<file path="config.mk">
export PLATFORM = sky130hd
export DESIGN_NAME = bspc_ctrl
export DESIGN_NICKNAME = d
export VERILOG_FILES = /design/src/rtl/core/bspc_pkg.sv /design/src/rtl/core/bspc_ctrl.sv
export SDC_FILE = /design/constraint.sdc
export NUM_CORES = 1
export LEC_CHECK = 0
export BUFFER_PORTS_ARGS = -buffer_cell sky130_fd_sc_hd__buf_4
export CAP_MARGIN = 20
export CORE_AREA = 2 2 39 41
export DETAILED_ROUTE_END_ITERATION = 8
export DIE_AREA = 0 0 41 43
export PLACE_DENSITY = 0.77
export SLEW_MARGIN = 20
export SYNTH_ARGS = -nofsm -noshare
export SYNTH_HDL_FRONTEND = slang
export SYNTH_SLANG_ARGS = --single-unit
</file>
<file path="constraint.sdc">
create_clock -name clk -period 1.26 [get_ports clk]
set_input_delay 0.189 -clock clk [delete_from_list [all_inputs] [get_ports clk]]
set_output_delay 0.189 -clock clk [all_outputs]
set_load 0.1 [all_outputs]
</file>
<file path="src/rtl/core/bspc_pkg.sv">
// Shared types, codes and constants for the bitmap scale/pack chunker.
// No dependencies; every other file imports this package.
`timescale 1ns / 1ps

package bspc_pkg;

    localparam int STORE_DEPTH = 8192;
    localparam int STORE_AW    = 13;
    localparam int CFG_W       = 16;
    localparam int DIV_W       = 16;

    localparam logic [1:0] OP_LOAD  = 2'd0;
    localparam logic [1:0] OP_START = 2'd1;
    localparam logic [1:0] OP_PULL  = 2'd2;

    localparam logic [2:0] CFG_IMAGE_WIDTH   = 3'd0;
    localparam logic [2:0] CFG_IMAGE_HEIGHT  = 3'd1;
    localparam logic [2:0] CFG_SCALE_REQUEST = 3'd2;
    localparam logic [2:0] CFG_CENTER_ENABLE = 3'd3;
    localparam logic [2:0] CFG_PRINT_WIDTH   = 3'd4;
    localparam logic [2:0] CFG_PACKAGE_LIMIT = 3'd5;

    localparam logic [7:0] HDR_DC2  = 8'h12;
    localparam logic [7:0] HDR_STAR = 8'h2A;
    localparam logic [2:0] HDR_LEN  = 3'd4;

    typedef struct packed {
        logic [1:0]  opcode;
        logic [12:0] load_address;
        logic [7:0]  load_data;
    } in_item_t;

    typedef struct packed {
        logic [7:0] out_byte;
        logic       is_header;
        logic       run_done;
    } out_item_t;

    typedef struct packed {
        logic mem_write;
        logic div_start;
        logic div_pkg;
        logic run_scale;
        logic run_mult;
        logic run_geom;
        logic run_rowb;
        logic run_pkg;
        logic emit_idle;
        logic emit_header;
        logic row_base;
        logic dot_step;
        logic dot_finish;
    } bspc_cmd_t;

    typedef struct packed {
        logic run_active;
        logic header_due;
        logic out_full;
        logic div_busy;
        logic need_read;
        logic byte_done;
    } bspc_stat_t;

endpackage

</file>
<file path="src/rtl/core/bspc_ctrl.sv">
// Controller: sequences loads, start-up geometry, header and idle beats and the per-dot walk.
// Depends on bspc_pkg.
`timescale 1ns / 1ps

module bspc_ctrl
    import bspc_pkg::*;
(
    input  logic       clk,
    input  logic       rst_n,
    input  logic       in_valid,
    input  logic [1:0] in_opcode,
    output logic       in_ready,
    output bspc_cmd_t  cmd,
    input  bspc_stat_t stat
);

    typedef enum logic [3:0] {
        S_IDLE,
        S_DIVM_GO,
        S_DIVM_WAIT,
        S_SCALE,
        S_MULT,
        S_GEOM,
        S_ROWB,
        S_DIVP_GO,
        S_DIVP_WAIT,
        S_PKG,
        S_WAIT_OUT,
        S_BASE,
        S_DOT,
        S_DOT_WAIT
    } state_t;

    state_t state_reg, state_next;

    always_ff @(posedge clk or negedge rst_n)
    begin
        if (!rst_n)
        begin
            state_reg <= S_IDLE;
        end
        else
        begin
            state_reg <= state_next;
        end
    end

    assign in_ready = (state_reg == S_IDLE);

    always_comb
    begin
        state_next = state_reg;
        cmd        = '0;
        case (state_reg)
            S_IDLE:
            begin
                if (in_valid)
                begin
                    case (in_opcode)
                        OP_LOAD:  cmd.mem_write = 1'b1;
                        OP_START: state_next = S_DIVM_GO;
                        OP_PULL:  state_next = S_WAIT_OUT;
                        default: ;
                    endcase
                end
            end
            S_DIVM_GO:
            begin
                cmd.div_start = 1'b1;
                state_next    = S_DIVM_WAIT;
            end
            S_DIVM_WAIT:
            begin
                if (!stat.div_busy)
                begin
                    state_next = S_SCALE;
                end
            end
            S_SCALE:
            begin
                cmd.run_scale = 1'b1;
                state_next    = S_MULT;
            end
            S_MULT:
            begin
                cmd.run_mult = 1'b1;
                state_next   = S_GEOM;
            end
            S_GEOM:
            begin
                cmd.run_geom = 1'b1;
                state_next   = S_ROWB;
            end
            S_ROWB:
            begin
                cmd.run_rowb = 1'b1;
                state_next   = S_DIVP_GO;
            end
            S_DIVP_GO:
            begin
                cmd.div_start = 1'b1;
                cmd.div_pkg   = 1'b1;
                state_next    = S_DIVP_WAIT;
            end
            S_DIVP_WAIT:
            begin
                if (!stat.div_busy)
                begin
                    state_next = S_PKG;
                end
            end
            S_PKG:
            begin
                cmd.run_pkg = 1'b1;
                state_next  = S_IDLE;
            end
            S_WAIT_OUT:
            begin
                if (!stat.out_full)
                begin
                    if (!stat.run_active)
                    begin
                        cmd.emit_idle = 1'b1;
                        state_next    = S_IDLE;
                    end
                    else if (stat.header_due)
                    begin
                        cmd.emit_header = 1'b1;
                        state_next      = S_IDLE;
                    end
                    else
                    begin
                        state_next = S_BASE;
                    end
                end
            end
            S_BASE:
            begin
                cmd.row_base = 1'b1;
                state_next   = S_DOT;
            end
            S_DOT:
            begin
                cmd.dot_step = 1'b1;
                if (stat.need_read)
                begin
                    state_next = S_DOT_WAIT;
                end
                else if (stat.byte_done)
                begin
                    state_next = S_IDLE;
                end
            end
            S_DOT_WAIT:
            begin
                cmd.dot_finish = 1'b1;
                state_next     = stat.byte_done ? S_IDLE : S_DOT;
            end
            default:
            begin
                state_next = S_IDLE;
            end
        endcase
    end

endmodule

</file>
==> results of run 1 <==
## cells by family after synthesis
family,share of synthesized area
flops,0.206
compound gates,0.219
xor+xnor,0.0360
buf+inv,0.0720
mux,0.0206
simple gates,0.447
## synth_stat cells, drive strengths merged (2+ instances only)
| library cell | count |
|---|---|
| nand2 | 5 |
| nor3b | 2 |
| nor4 | 4 |
| a21oi | 4 |
| nor2 | 8 |
| nor2b | 2 |
| o21ai | 5 |
| nor3 | 4 |
| dfrtp | 4 |
| nand2b | 7 |
| nand3 | 3 |
| and3 | 3 |
| inv | 2 |
| buf | 5 |
## timing repair
item | in CTS
pin swaps | 1
buffers inserted | 3
endpoints found under the hold margin | 4
resized for setup | 56
gates cloned | 0
hold buffers | 1
endpoints found under the setup margin | 17
## stage by stage
stage,setup WS [ns],std cells
after floorplan,-0.784,69
after global placement,-0.153,124
after detailed placement,-0.214,124
after CTS,-0.341,131
==> key figures, run 1 <==
Floorplan
  – Chip width: 41 um
  – IO Pins: 25
  – Initial Utilization: 0.352
  – Row cnt: 14
  – Die Ht: 43 um

Logic synthesis
  – Syn Area/Cell: 7.05 um^2
  – Cell taking the most area after synthesis: dfrtp_1
  – Mapped Nets: 80
  – Number of synthesized register bits: 4
  – Top post-synthesis cells by area: dfrtp_1 (21%), nand2b_1 (7.7%), nor2_1 (6.2%)
  – Async S/R FF share, synth: 1.00
  – Synth top area share: 0.206
  – Post-Syn Area: 487 um^2
  – EDFF count, synth: 0
  – Yosys cell types: 29
  – Yosys warns: 0
  – Top FF cell, synth: dfrtp_1
  – Mapped Cells: 69
  – Sequential element share of the synthesized area: 0.206

Global route
  – Largest net degree at the start of global routing: 11

Place
  – DP Wirelength: 1490 um
  – Placer congestion estimate: 0.914
  – Number of port buffers: 24
  – Placement Cell Area: 956 um^2

STA
  – Worst endpoint, post-GRT repair: cmd[12]
  – Worst End Pin Type: primary output

Clock network
  – Htree depth: 1
  – CTS Buf Count: 3
  – Clk sink count: 4
  – Clk root buf: clkbuf_4
  – Clk buf depth: 2

Run status
  – Status: aborted with a tool error
  – Failed at: global routing
  – Run-stopping error: [ERROR DPL-0038] Utilization greater than 100%, impossible to legalize
==> inputs of run 2 (changes only) <==
--- a/config.mk
+++ b/config.mk
@@ -7,10 +7,10 @@
 export LEC_CHECK = 0
 export BUFFER_PORTS_ARGS = -buffer_cell sky130_fd_sc_hd__buf_4
 export CAP_MARGIN = 20
-export CORE_AREA = 2 2 39 41
+export CORE_AREA = 2 2 63 65
 export DETAILED_ROUTE_END_ITERATION = 8
-export DIE_AREA = 0 0 41 43
-export PLACE_DENSITY = 0.77
+export DIE_AREA = 0 0 65 67
+export PLACE_DENSITY_LB_ADDON = 0.15
 export SLEW_MARGIN = 20
 export SYNTH_ARGS = -nofsm -noshare
 export SYNTH_HDL_FRONTEND = slang
==> constraint.sdc (replaced) <==
create_clock -name clk -period 1.6 [get_ports clk]
set_input_delay 0.24 -clock clk [delete_from_list [all_inputs] [get_ports clk]]
set_output_delay 0.24 -clock clk [all_outputs]
set_load 0.1 [all_outputs]
==> run 2 against run 1 <==
Synthesized cell count did not move; area after synthesis did not move; the flow now finishes, with violations (negative setup slack).
==> key figures, run 2 <==
Run status
  – Status: finished with violations
  – Failing checks: negative setup slack

Critical path
  – Startpoint Class: flop
  – Buf/Inv on CP: 2
  – Crit-path max cell delay: 0.48 ns
  – Cell family contributing the most delay on the critical path: flip-flops
  – Crit path capture type: primary output
  – Critical path cell sequence: buf_6 -> nor4_4 -> buf_6
  – Max Fanout on Critical Path: 7
  – CP arrival: 1.39 ns
  – CP required: 1.36 ns
  – Critical-path top delay cell: dfrtp_2
  – Crit path kind: flop to primary output
  – Most used cell, CP: buf_6

Clock network
  – CTS tree: yes
  – CTS Buf Count: 3 (unchanged)
  – Clk sink count: 4 (unchanged)
  – Clk buf depth: 2 (unchanged)
  – Worst-path clk slew: 0.03 ns
  – Htree depth: 1 (unchanged)
  – Clock latency on the worst-skew pair: 0.22 ns
  – Clk root buf: clkbuf_8

Logic synthesis
  – Mapped Cells: 69 (unchanged)
  – Number of synthesized register bits: 4 (unchanged)
  – Yosys cell types: 29 (unchanged)
  – Post-synth top cells: nor2_1 (8), nand2b_1 (6), nand2_1 (5)
  – Async S/R FF share, synth: 1.00 (unchanged)
  – Synth top area share: 0.206 (unchanged)
  – Post-Syn Area: 487 um^2 (unchanged)
  – Sequential element share of the synthesized area: 0.206 (unchanged)
  – Top post-synthesis cells by area: dfrtp_1 (21%), nand2b_1 (7.7%), nor2_1 (6.2%)
  – Mapped Nets: 80 (unchanged)
  – Syn Area/Cell: 7.05 um^2 (unchanged)
  – Cell taking the most area after synthesis: dfrtp_1
  – Most common cell in the netlist: nor2_1
  – EDFF count, synth: 0 (unchanged)
  – Yosys warns: 0 (unchanged)
  – Top FF cell, synth: dfrtp_1

Route
  – Post-DRT Antenna Nets: 0
  – Final WL: 1880 um
  – Pre-Repair DR Iteration Count: 4
  – Met3 WL: 63 um
  – Vias per std cell: 4.21
  – Metal2 WL: 924 um
  – DRC: 0
  – WL/cell: 12.0 um
  – Max Used Layer: met4
  – Iter 0 DRT Violations: 10
  – Vias: 661
  – M1 WL: 868 um

STA
  – Setup violators final: 5
  – Crit path time final: 1.63 ns
  – Final worst setup slack: -0.0312 ns
  – Fin. Hold Viols: 0
  – Final Cycle Share: 1.02
  – Setup TNS: -0.0874 ns
  – Relative slew slack: 0.744
  – Clock skew: 0.00629 ns
  – Max frequency: 613 MHz
  – RSZ-0062 raised after global routing: true
  – Worst slew pin tran: 0.384 ns
  – Hold_ws: 0.313 ns
  – Fin. max-slew vios: 0

Power
  – Comb pwr share: 0.820
  – Sw frac: 0.546
  – Pleak: 0.477 nW
  – Switching power: 1.37 mW
  – PD cells: 2120 mW/mm^2
  – Flop pwr share: 0.096
  – Clock power share: 0.083
  – Peak VDD IR: 0.526 mV
  – Cell internal pwr: 1.14 mW

Cells and area
  – Fraction of layout cells with a size suffix above 1: 0.642
  – Largest register FFs: 4
  – Most frequent cells in the layout: buf_4 (25), buf_6 (8), buf_12 (8)
  – Final std cells w/o fill: 157
  – Final nets: 122
  – Most common cell after layout, fill and taps aside: buf_4
  – Core Util, Final: 0.328
  – Final instance area: 0.00118 mm^2
  – Synthesis-to-layout area growth: 143%
  – FILL cells: 373
  – N_diodes: 0

Place
  – DP Cell Count: 148 (+19%)
  – Placement Cell Area: 932 um^2 (-2.5%)
  – Number of port buffers: 24 (unchanged)
  – Placer congestion estimate: 0.847 (-7.3%)
  – DP Wirelength: 1540 um (+3.1%)

Floorplan
  – Die Ht: 67 um (+56%)
  – Total Die Area: 0.00436 mm^2
  – IO Pins: 25 (unchanged)
  – Chip width: 65 um (+59%)
  – Row cnt: 22 (+8)
  – Core area: 0.00361 mm^2
  – Initial Utilization: 0.135 (-0.217)

Global route
  – Number of global-route vias before repair: 691
  – Gr usage total: 0.0983
  – Global-route wire length before repair: 3210 um
  – Largest net degree at the start of global routing: 11
  – Total gr overflow: 0
  – Antenna violations before repair: 0

Min path
  – Hold WC Path Type: input pin to flop

Flow run
  – Max cap viols: 0
## run 2: cell counts after synthesis
Identical to the previous run, type by type.
## run 2: worst min-delay path, stage by stage
cell and delay (ns):
buf_4 0.12, nand3_1 0.08, a2bb2oi_2 0.05
## run 2: kinds of logic after synthesis
group	share of synthesized area
simple gates	0.447
xor+xnor	0.0360
buf+inv	0.0720
mux	0.0206
flops	0.206
compound gates	0.219
## run 2: cell type report
class                   count  area [um^2]  area share
clock buffers               3         41.3      0.0350
inverters                   2         7.51     0.00636
multi-input cells          58          522       0.442
flip-flops and latches      4          103      0.0869
well taps                  48         60.1      0.0508
repair buffers             42          448       0.379
## run 2: repair_timing
item | 4_1_cts | 5_1_grt
endpoints found under the hold margin | 4 | 0
setup endpoints to repair | 14 | 14
pin swaps | 4 | 2
buffers inserted | 5 | 0
gates resized for setup | 30 | 10
hold buffers | 1 | 0
cloned | 0 | 0
## run 2: metal layers
metal / track usage / up-vias
met5: 0 / -
met4: 0.0638 / 0
met3: 0.00676 / 2
met2: 0.165 / 19
met1: 0.121 / 306
li1: - / 334
## run 2: path summary, 6_finish.rpt
kind | startpoint | to | slack, ns | cells past startpoint
min in group asynchronous | rst_n | state_reg[2] | 0.37 | 2
setup / recovery | state_reg[3] | in_ready | -0.03 | 3
setup reg to reg | state_reg[3] | state_reg[0] | 0.13 | 5
hold / removal | in_valid | state_reg[3] | 0.31 | 3
max in group asynchronous | rst_n | state_reg[3] | 1.12 | 2
hold reg to reg | state_reg[2] | state_reg[1] | 0.72 | 2
## run 2: metrics by stage
step | power [mW] | setup slack, ns
after floorplan | 1.56 | -0.444
after global placement | 1.98 | 0.0394
after detailed placement | 1.97 | 0.0359
after CTS | 2.45 | -0.0354
after global routing | 2.65 | -0.0865
final | 2.51 | -0.0312
## run 2: power groups by stage
stage,logic [mW],clock network [mW],registers [mW]
after global routing,2.18,0.219,0.252
after CTS,2.00,0.215,0.238
after detailed placement,1.74,0,0.226
after floorplan,1.36,0,0.207
final,2.06,0.209,0.241
after global placement,1.75,0,0.223
Power figures use the tool's default switching activity.
